File: config.mk
export PLATFORM = sky130hd
export DESIGN_NAME = modular_exponentiation_unit
export DESIGN_NICKNAME = d
export VERILOG_FILES = /design/src/design/mexp_pkg.sv /design/src/design/mexp_reduce.sv /design/src/design/mexp_mulmod.sv /design/src/design/modular_exponentiation_unit.sv
export SDC_FILE = /design/constraint.sdc
export NUM_CORES = 1
export LEC_CHECK = 0
export BUFFER_PORTS_ARGS = -buffer_cell sky130_fd_sc_hd__buf_2
export CAP_MARGIN = 20
export CORE_MARGIN = 10
export CORE_UTILIZATION = 34
export CTS_BUF_LIST = sky130_fd_sc_hd__clkbuf_2
export DETAILED_ROUTE_END_ITERATION = 8
export PLACE_DENSITY = 0.5
export SETUP_SLACK_MARGIN = 0.15
export SLEW_MARGIN = 20
export SYNTH_ARGS = -nofsm -noshare
export SYNTH_HDL_FRONTEND = slang
export SYNTH_SLANG_ARGS = --single-unit
File: constraint.sdc
create_clock -name clk -period 7.3 [get_ports clk]
set_clock_uncertainty 0.05 [all_clocks]
set_input_delay 1.095 -clock clk [delete_from_list [all_inputs] [get_ports clk]]
set_output_delay 1.095 -clock clk [all_outputs]
set_load 0.03 [all_outputs]
File: src/design/mexp_pkg.sv
// Shared constants, status type and modular add helper for the modular
// exponentiation unit. No dependencies.
package mexp_pkg;

	localparam int WORD_BITS = 32;
	localparam int CNT_W     = $clog2(WORD_BITS);

	typedef logic [WORD_BITS-1:0] word_t;
	typedef logic [CNT_W-1:0]     cnt_t;

	// Handshake status of a serial unit.
	typedef struct packed {
		logic busy;
		logic done;
	} unit_stat_t;

	// (a + b) mod m for a, b < m; one wide add, one compare and subtract.
	function automatic word_t add_mod(input word_t a, input word_t b, input word_t m);
		logic [WORD_BITS:0] sum;
		sum = {1'b0, a} + {1'b0, b};
		if (sum >= {1'b0, m}) begin
			sum = sum - {1'b0, m};
		end
		return sum[WORD_BITS-1:0];
	endfunction

endpackage

File: src/design/mexp_reduce.sv
// Bit-serial restoring reduction: shifts the message in one bit per cycle
// and keeps the partial remainder below the modulus. Uses mexp_pkg.
module mexp_reduce import mexp_pkg::*; (
	input  logic       clk,
	input  logic       arst_n,
	input  logic       start,
	input  word_t      value,
	input  word_t      modulus,
	output word_t      rem,
	output unit_stat_t stat
);

	word_t              shift_q;
	word_t              rem_q;
	cnt_t               cnt_q;
	logic               busy_q;
	logic               done_q;
	logic [WORD_BITS:0] trial;

	always_comb begin
		trial = {rem_q, shift_q[WORD_BITS-1]};
		if (trial >= {1'b0, modulus}) begin
			trial = trial - {1'b0, modulus};
		end
	end

	always_ff @(posedge clk or negedge arst_n) begin
		if (!arst_n) begin
			busy_q <= 1'b0;
			done_q <= 1'b0;
			cnt_q  <= '0;
		end else begin
			done_q <= 1'b0;
			if (start) begin
				busy_q <= 1'b1;
				cnt_q  <= cnt_t'(WORD_BITS - 1);
			end else if (busy_q) begin
				if (cnt_q == '0) begin
					busy_q <= 1'b0;
					done_q <= 1'b1;
				end else begin
					cnt_q <= cnt_q - 1'b1;
				end
			end
		end
	end

	always_ff @(posedge clk) begin
		if (start) begin
			shift_q <= value;
			rem_q   <= '0;
		end else if (busy_q) begin
			shift_q <= {shift_q[WORD_BITS-2:0], 1'b0};
			rem_q   <= trial[WORD_BITS-1:0];
		end
	end

	assign rem       = rem_q;
	assign stat.busy = busy_q;
	assign stat.done = done_q;

endmodule

File: src/design/mexp_mulmod.sv
// Bit-serial interleaved modular multiplier: scans the multiplier MSB first,
// doubling mod m each bit and adding the multiplicand on a one. Uses mexp_pkg.
module mexp_mulmod import mexp_pkg::*; (
	input  logic       clk,
	input  logic       arst_n,
	input  logic       start,
	input  word_t      a,
	input  word_t      b,
	input  word_t      modulus,
	output word_t      prod,
	output unit_stat_t stat
);

	word_t acc_q;
	word_t a_q;
	word_t b_q;
	cnt_t  cnt_q;
	logic  busy_q;
	logic  done_q;
	logic  add_phase_q;
	logic  bit_end;
	word_t step_sum;

	// Doubling phase ends the bit on a zero; the add phase always ends it.
	assign bit_end  = busy_q && (add_phase_q || !b_q[WORD_BITS-1]);
	assign step_sum = add_phase_q ? add_mod(acc_q, a_q, modulus)
	                              : add_mod(acc_q, acc_q, modulus);

	always_ff @(posedge clk or negedge arst_n) begin
		if (!arst_n) begin
			busy_q      <= 1'b0;
			done_q      <= 1'b0;
			add_phase_q <= 1'b0;
			cnt_q       <= '0;
		end else begin
			done_q <= 1'b0;
			if (start) begin
				busy_q      <= 1'b1;
				add_phase_q <= 1'b0;
				cnt_q       <= cnt_t'(WORD_BITS - 1);
			end else if (busy_q) begin
				if (bit_end) begin
					add_phase_q <= 1'b0;
					if (cnt_q == '0) begin
						busy_q <= 1'b0;
						done_q <= 1'b1;
					end else begin
						cnt_q <= cnt_q - 1'b1;
					end
				end else begin
					add_phase_q <= 1'b1;
				end
			end
		end
	end

	always_ff @(posedge clk) begin
		if (start) begin
			acc_q <= '0;
			a_q   <= a;
			b_q   <= b;
		end else if (busy_q) begin
			acc_q <= step_sum;
			if (bit_end) begin
				b_q <= {b_q[WORD_BITS-2:0], 1'b0};
			end
		end
	end

	assign prod      = acc_q;
	assign stat.busy = busy_q;
	assign stat.done = done_q;

endmodule

File: src/design/modular_exponentiation_unit.sv
// Top level: configuration registers, square-and-multiply sequencer, output
// register. Uses mexp_pkg, mexp_reduce and mexp_mulmod.
//
// Computes result_word = (message_word mod modulus) ^ exponent mod modulus.
// Input beats arrive on in_valid/in_ready with message_word; result beats
// leave on out_valid/out_ready with result_word, one result per input.
// Registers: index 0 is the exponent (reset 1), index 1 the modulus (reset 2),
// written through cfg_we/cfg_index/cfg_data, by the user only while no item is in flight (not enforced).
// A modulus of 0 or 1 gives result 0. Otherwise the message is first reduced
// one bit per cycle, then every exponent bit from the top down costs one
// modular square and, on a one, one modular multiply. Each multiply runs on
// one shared bit-serial unit, whose serial loop over the multiplier's bits
// sets how long one item takes.
// One item is processed at a time; in_ready is high whenever the sequencer
// is idle, also while a finished result waits in the output register.
// If the receiver stalls, the next result holds in the sequencer until the
// output register frees. Reset restores the register defaults and drops
// any item in flight.
module modular_exponentiation_unit import mexp_pkg::*; (
	input  logic  clk,
	input  logic  arst_n,
	input  logic  in_valid,
	output logic  in_ready,
	input  word_t message_word,
	output logic  out_valid,
	input  logic  out_ready,
	output word_t result_word,
	input  logic  cfg_we,
	input  logic  cfg_index,
	input  word_t cfg_data
);

	localparam logic [2:0] ST_IDLE = 3'd0;
	localparam logic [2:0] ST_RED  = 3'd1;
	localparam logic [2:0] ST_SQR  = 3'd2;
	localparam logic [2:0] ST_MUL  = 3'd3;
	localparam logic [2:0] ST_DONE = 3'd4;

	localparam logic REG_EXPONENT = 1'b0;
	localparam logic REG_MODULUS  = 1'b1;

	logic [2:0] state_q;
	word_t      exponent_q;
	word_t      modulus_q;
	word_t      exp_sh_q;
	cnt_t       bits_q;
	word_t      base_q;
	word_t      acc_q;
	word_t      opa_q;
	word_t      opb_q;
	logic       red_go_q;
	logic       mul_go_q;
	logic       out_valid_q;
	word_t      result_q;

	word_t      red_rem;
	unit_stat_t red_stat;
	word_t      prod;
	unit_stat_t mul_stat;
	logic       advance;
	logic       out_free;

	mexp_reduce u_reduce (
		.clk     (clk),
		.arst_n  (arst_n),
		.start   (red_go_q),
		.value   (exp_sh_q),
		.modulus (modulus_q),
		.rem     (red_rem),
		.stat    (red_stat)
	);

	mexp_mulmod u_mulmod (
		.clk     (clk),
		.arst_n  (arst_n),
		.start   (mul_go_q),
		.a       (opa_q),
		.b       (opb_q),
		.modulus (modulus_q),
		.prod    (prod),
		.stat    (mul_stat)
	);

	always_ff @(posedge clk or negedge arst_n) begin
		if (!arst_n) begin
			exponent_q <= word_t'(1);
			modulus_q  <= word_t'(2);
		end else if (cfg_we) begin
			unique case (cfg_index)
				REG_EXPONENT: exponent_q <= cfg_data;
				REG_MODULUS:  modulus_q  <= cfg_data;
				default:      ;
			endcase
		end
	end

	assign in_ready = (state_q == ST_IDLE);
	assign out_free = !out_valid_q || out_ready;
	// Close one exponent bit: after a square on a zero, or after the multiply.
	assign advance  = mul_stat.done &&
	                  ((state_q == ST_MUL) ||
	                   (state_q == ST_SQR && !exp_sh_q[WORD_BITS-1]));

	always_ff @(posedge clk or negedge arst_n) begin
		if (!arst_n) begin
			state_q     <= ST_IDLE;
			red_go_q    <= 1'b0;
			mul_go_q    <= 1'b0;
			out_valid_q <= 1'b0;
			bits_q      <= '0;
		end else begin
			red_go_q <= 1'b0;
			mul_go_q <= 1'b0;
			if (out_valid_q && out_ready) begin
				out_valid_q <= 1'b0;
			end
			unique case (state_q) inside
				ST_IDLE: begin
					if (in_valid) begin
						if (modulus_q < word_t'(2)) begin
							state_q <= ST_DONE;
						end else begin
							red_go_q <= 1'b1;
							bits_q   <= cnt_t'(WORD_BITS - 1);
							state_q  <= ST_RED;
						end
					end
				end
				ST_RED: begin
					if (red_stat.done) begin
						mul_go_q <= 1'b1;
						state_q  <= ST_SQR;
					end
				end
				ST_SQR, ST_MUL: begin
					if (mul_stat.done && !advance) begin
						mul_go_q <= 1'b1;
						state_q  <= ST_MUL;
					end else if (advance) begin
						if (bits_q == '0) begin
							state_q <= ST_DONE;
						end else begin
							bits_q   <= bits_q - 1'b1;
							mul_go_q <= 1'b1;
							state_q  <= ST_SQR;
						end
					end
				end
				ST_DONE: begin
					if (out_free) begin
						out_valid_q <= 1'b1;
						state_q     <= ST_IDLE;
					end
				end
				default: state_q <= ST_IDLE;
			endcase
		end
	end

	// Payload path: message shift register doubles as reduction input and
	// then holds the exponent, scanned MSB first.
	always_ff @(posedge clk) begin
		unique case (state_q) inside
			ST_IDLE: begin
				exp_sh_q <= message_word;
				acc_q    <= '0;
			end
			ST_RED: begin
				if (red_stat.done) begin
					base_q   <= red_rem;
					exp_sh_q <= exponent_q;
					acc_q    <= word_t'(1);
					opa_q    <= word_t'(1);
					opb_q    <= word_t'(1);
				end
			end
			ST_SQR, ST_MUL: begin
				if (mul_stat.done && !advance) begin
					acc_q <= prod;
					opa_q <= prod;
					opb_q <= base_q;
				end else if (advance) begin
					acc_q    <= prod;
					opa_q    <= prod;
					opb_q    <= prod;
					exp_sh_q <= {exp_sh_q[WORD_BITS-2:0], 1'b0};
				end
			end
			ST_DONE: begin
				if (out_free) begin
					result_q <= acc_q;
				end
			end
			default: ;
		endcase
	end

	assign out_valid   = out_valid_q;
	assign result_word = result_q;

`ifndef SYNTHESIS
	a_mul_no_restart: assert property (@(posedge clk) disable iff (!arst_n)
		mul_go_q |-> !mul_stat.busy)
		else $error("multiplier restarted while busy");

	a_idle_units_quiet: assert property (@(posedge clk) disable iff (!arst_n)
		(state_q == ST_IDLE) |-> (!mul_stat.busy && !red_stat.busy))
		else $error("serial unit busy while sequencer idle");

	a_mul_done_in_loop: assert property (@(posedge clk) disable iff (!arst_n)
		mul_stat.done |-> (state_q == ST_SQR || state_q == ST_MUL))
		else $error("multiplier finished outside the exponent loop");

	a_red_done_in_red: assert property (@(posedge clk) disable iff (!arst_n)
		red_stat.done |-> (state_q == ST_RED))
		else $error("reduction finished outside its state");
`endif

endmodule
==> results.json <==
{
  "antenna_left": 0,
  "max_clock_freq_ghz": 0.166,
  "antenna_found_initial": 4,
  "ios": 104,
  "cts_sinks": 442,
  "die_h_um": 287,
  "finalCriticalPeriod_ps": 6020,
  "post-route-util": 0.395,
  "arrival_ps": 7040,
  "hold_path_class": "in -> async",
  "rows": 97,
  "clkLatencyLatePin_ps": 1380,
  "grt_pass1_wl_um": 118000,
  "finalHoldViolCount": 0,
  "synth_top_area_frac": 0.356,
  "ir_drop_mv": 0.0976,
  "power-per-cell-area_mw_per_mm2": 198,
  "crit_chain": "ha_1, fa_1, a211oi_1, o311ai_1, a21oi_1, buf_4, o2111ai_1, nand2_1, o31ai_1, xor2_1, ha_1, nand4_1, nor2_1, a221oi_1, o211ai_1, a31oi_1, o21ai_0, or2_2, buf_4, mux2_2, o211ai_1, a21oi_1",
  "cp_max_fo": 17,
  "grt.busiest_layer": "met2",
  "drc": 0,
  "cts_buffer_depth": 3,
  "globalRoute.totalOverflow": 0,
  "cp-end-kind": "register",
  "postSynth.asyncResetShare": 0.204,
  "grtUsageMet3": 0.0379,
  "start_util": 0.345,
  "wire_per_inst_um": 21.9,
  "rr_startpoint": "u_mulmod.prod[0]",
  "grt.met2_usage": 0.302,
  "drive_above_1_share": 0.187,
  "final_cell_mix": "edfxtp_1 (288), nand2_1 (192), clkbuf_2 (183)",
  "synth_nets": 2494,
  "cpPeakStageDelay_ps": 540,
  "cts_buffers": 119,
  "cp.required_ps": 8320,
  "port-buffer-count": 103,
  "timing.critical_path.from": "u_mulmod.prod[0]",
  "leakage_nw": 11.0,
  "mostFrequentLayoutCell": "edfxtp_1",
  "synth_ff_type": "edfxtp_1",
  "synth_edf_count": 288,
  "area_growth_pct": 14.4,
  "yosysUniqueCellTypes": 82,
  "maxSlewViolCount": 0,
  "synth_area_sq_mm": 0.0243,
  "path_class": "reg -> reg",
  "vias": 19037,
  "grt_pass1_vias": 19218,
  "yosysTopAreaCell": "edfxtp_1",
  "ctsHtreeMaxLevel": 3,
  "met1_usage": 0.240,
  "ys_seq_elements": 442,
  "root_buffer": "clkbuf_2",
  "ys_seq_area_frac": 0.502,
  "synth_area_leaders": "edfxtp_1 (36%), dfrtp_1 (9.1%), ha_1 (6.9%)",
  "place_hpwl_um": 55100,
  "rsz0062_at_grt": "false",
  "grt_max_degree": 72,
  "setup_viol": 0,
  "synth.avg_cell_area_sq_um": 10.6,
  "die_x_um": 287,
  "startpoint_type": "register",
  "first_pass_iters": 7,
  "track_usage": 0.186,
  "tightest_slew_ps": 1040,
  "drt_iter0_drc": 1334,
  "viasPerCell": 5.34,
  "max_cap_viol_count": 0,
  "fin_nets": 2723,
  "ys.warnings.count": 0,
  "cts_tree": "yes",
  "relSlewSlack": 0.301,
  "synthCells": 2287,
  "place.gp.congestion": 0.926,
  "post_cts_buffers": 0,
  "postRouteWirelength_um": 77900,
  "cp_slowest_cell": "or2_2",
  "path_clk_slew_ps": 110,
  "fp.coreArea_sq_mm": 0.0704,
  "outcome": "finished, final reports clean",
  "setup_total_negative_slack_ps": 0,
  "finalCritPeriodShare": 0.824,
  "die_area_sq_mm": 0.0825
}
[stage by stage]
| step | worst slack [ps] | power [W] | cell area, sq um | instances | hold WS, ps |
|---|---|---|---|---|---|
| after floorplan | 2550 | 0.00334 | 24300 | 2287 | 350 |
| after global placement | 1500 | 0.00361 | 25900 | 3266 | 351 |
| after detailed placement | 1400 | 0.00361 | 25900 | 3266 | 355 |
| after CTS | 1330 | 0.00560 | 27800 | 3561 | 64.3 |
| after global routing | 854 | 0.00582 | 27800 | 3564 | 66.7 |
| final | 1280 | 0.00551 | 27800 | 3564 | 212 |
[metal layers]
metal / vias to the layer above / share of wire
met1: 9260 / 0.44
met5: - / 0
met4: 0 / 0.034
met2: 569 / 0.47
li1: 9046 / -
met3: 162 / 0.056
[worst max-delay path, delay by kind of cell (launching register included)]
kind	cells	cell delay (ps)
xor+xnor	1	260
compound gates	11	2470
flops	1	470
buf+inv	2	490
simple gates	4	970
fa+ha+maj	3	850
mux	1	300
[synthesized netlist by cell type (5+ instances only)]
cell / n
nand2b_1: 26
a221o_1: 8
and3_1: 19
clkbuf_1: 68
o31a_1: 5
dfxtp_1: 64
a221oi_1: 5
dfrtp_1: 88
o21ai_0: 122
and2_1: 7
edfxtp_1: 288
a211oi_1: 44
o31ai_1: 7
nand4_1: 26
mux2_2: 130
a311oi_1: 5
nor3_1: 29
a21oi_1: 180
o21ai_1: 5
a21o_1: 51
or3_1: 6
nor4_1: 21
o21a_1: 18
o2111ai_1: 10
mux2i_1: 23
nor4b_1: 6
a32oi_1: 5
a22o_1: 7
buf_1: 17
a211o_1: 7
ha_1: 133
nand2_1: 192
a21boi_0: 7
inv_1: 135
nand3_1: 37
o211ai_1: 26
nor2b_1: 22
o21bai_1: 19
xor2_1: 44
a31oi_1: 25
xnor2_1: 61
a22oi_1: 47
nor2_1: 174
[area by class of cell]
type                            count  area (sq um)
Multi-Input combinational cell   1614         11300
Antenna cell                        3          7.51
Fill cell                        6966         42600
Timing Repair Buffer              203          1440
Clock inverter                     43           279
Clock buffer                      183           916
Tap cell                          940          1180
Sequential cell                   442         12200
Inverter                          136           510
[cells by family after synthesis]
logic type                 after synthesis  synth area share
AOI/OAI and AO/OA                      638             0.172
xor gates and xnor gates               105            0.0379
adders and majority gates              137            0.0718
buffers and inverters                  231            0.0370
DFF                                    442             0.502
muxes                                  153            0.0697
and+or+nand+nor                        581             0.110
[final timing paths]
kind	to	slack [ps]	cells past startpoint
hold reg to reg	result_word[21]	350	0
setup reg to reg	u_mulmod.prod[11]	1280	22
setup / recovery	u_mulmod.prod[11]	1280	22
min in group clk	result_word[21]	350	0
hold / removal	u_mulmod.cnt_q[1]	210	2
max in group asynchronous	red_go_q	5750	3
[report_power, final]
group | total [W] | internal [W] | switching [W] | leakage [nW]
logic | 0.000833 | 0.000333 | 0.000500 | 6.42
clock network | 0.00192 | 0.000750 | 0.00117 | 0.893
registers | 0.00276 | 0.00270 | 0.0000639 | 3.68
[registers in the layout (all words and copies together) (netlist names), 32 cells and up]
signal,flops
u_reduce.shift_q,32
opa_q,32
u_mulmod.a_q,32
u_mulmod.b_q,32
opb_q,32
acc_q,32
modulus_q,32
base_q,32
exp_sh_q,32
result_word,32
exponent_q,32
u_reduce.rem,32
u_mulmod.prod,32
[repair_timing]
action                    4_1_cts  5_1_grt
hold endpoints to repair      118        0
hold buffers                   69        0
gates resized for setup         0        0
Power figures use the tool's default switching activity.
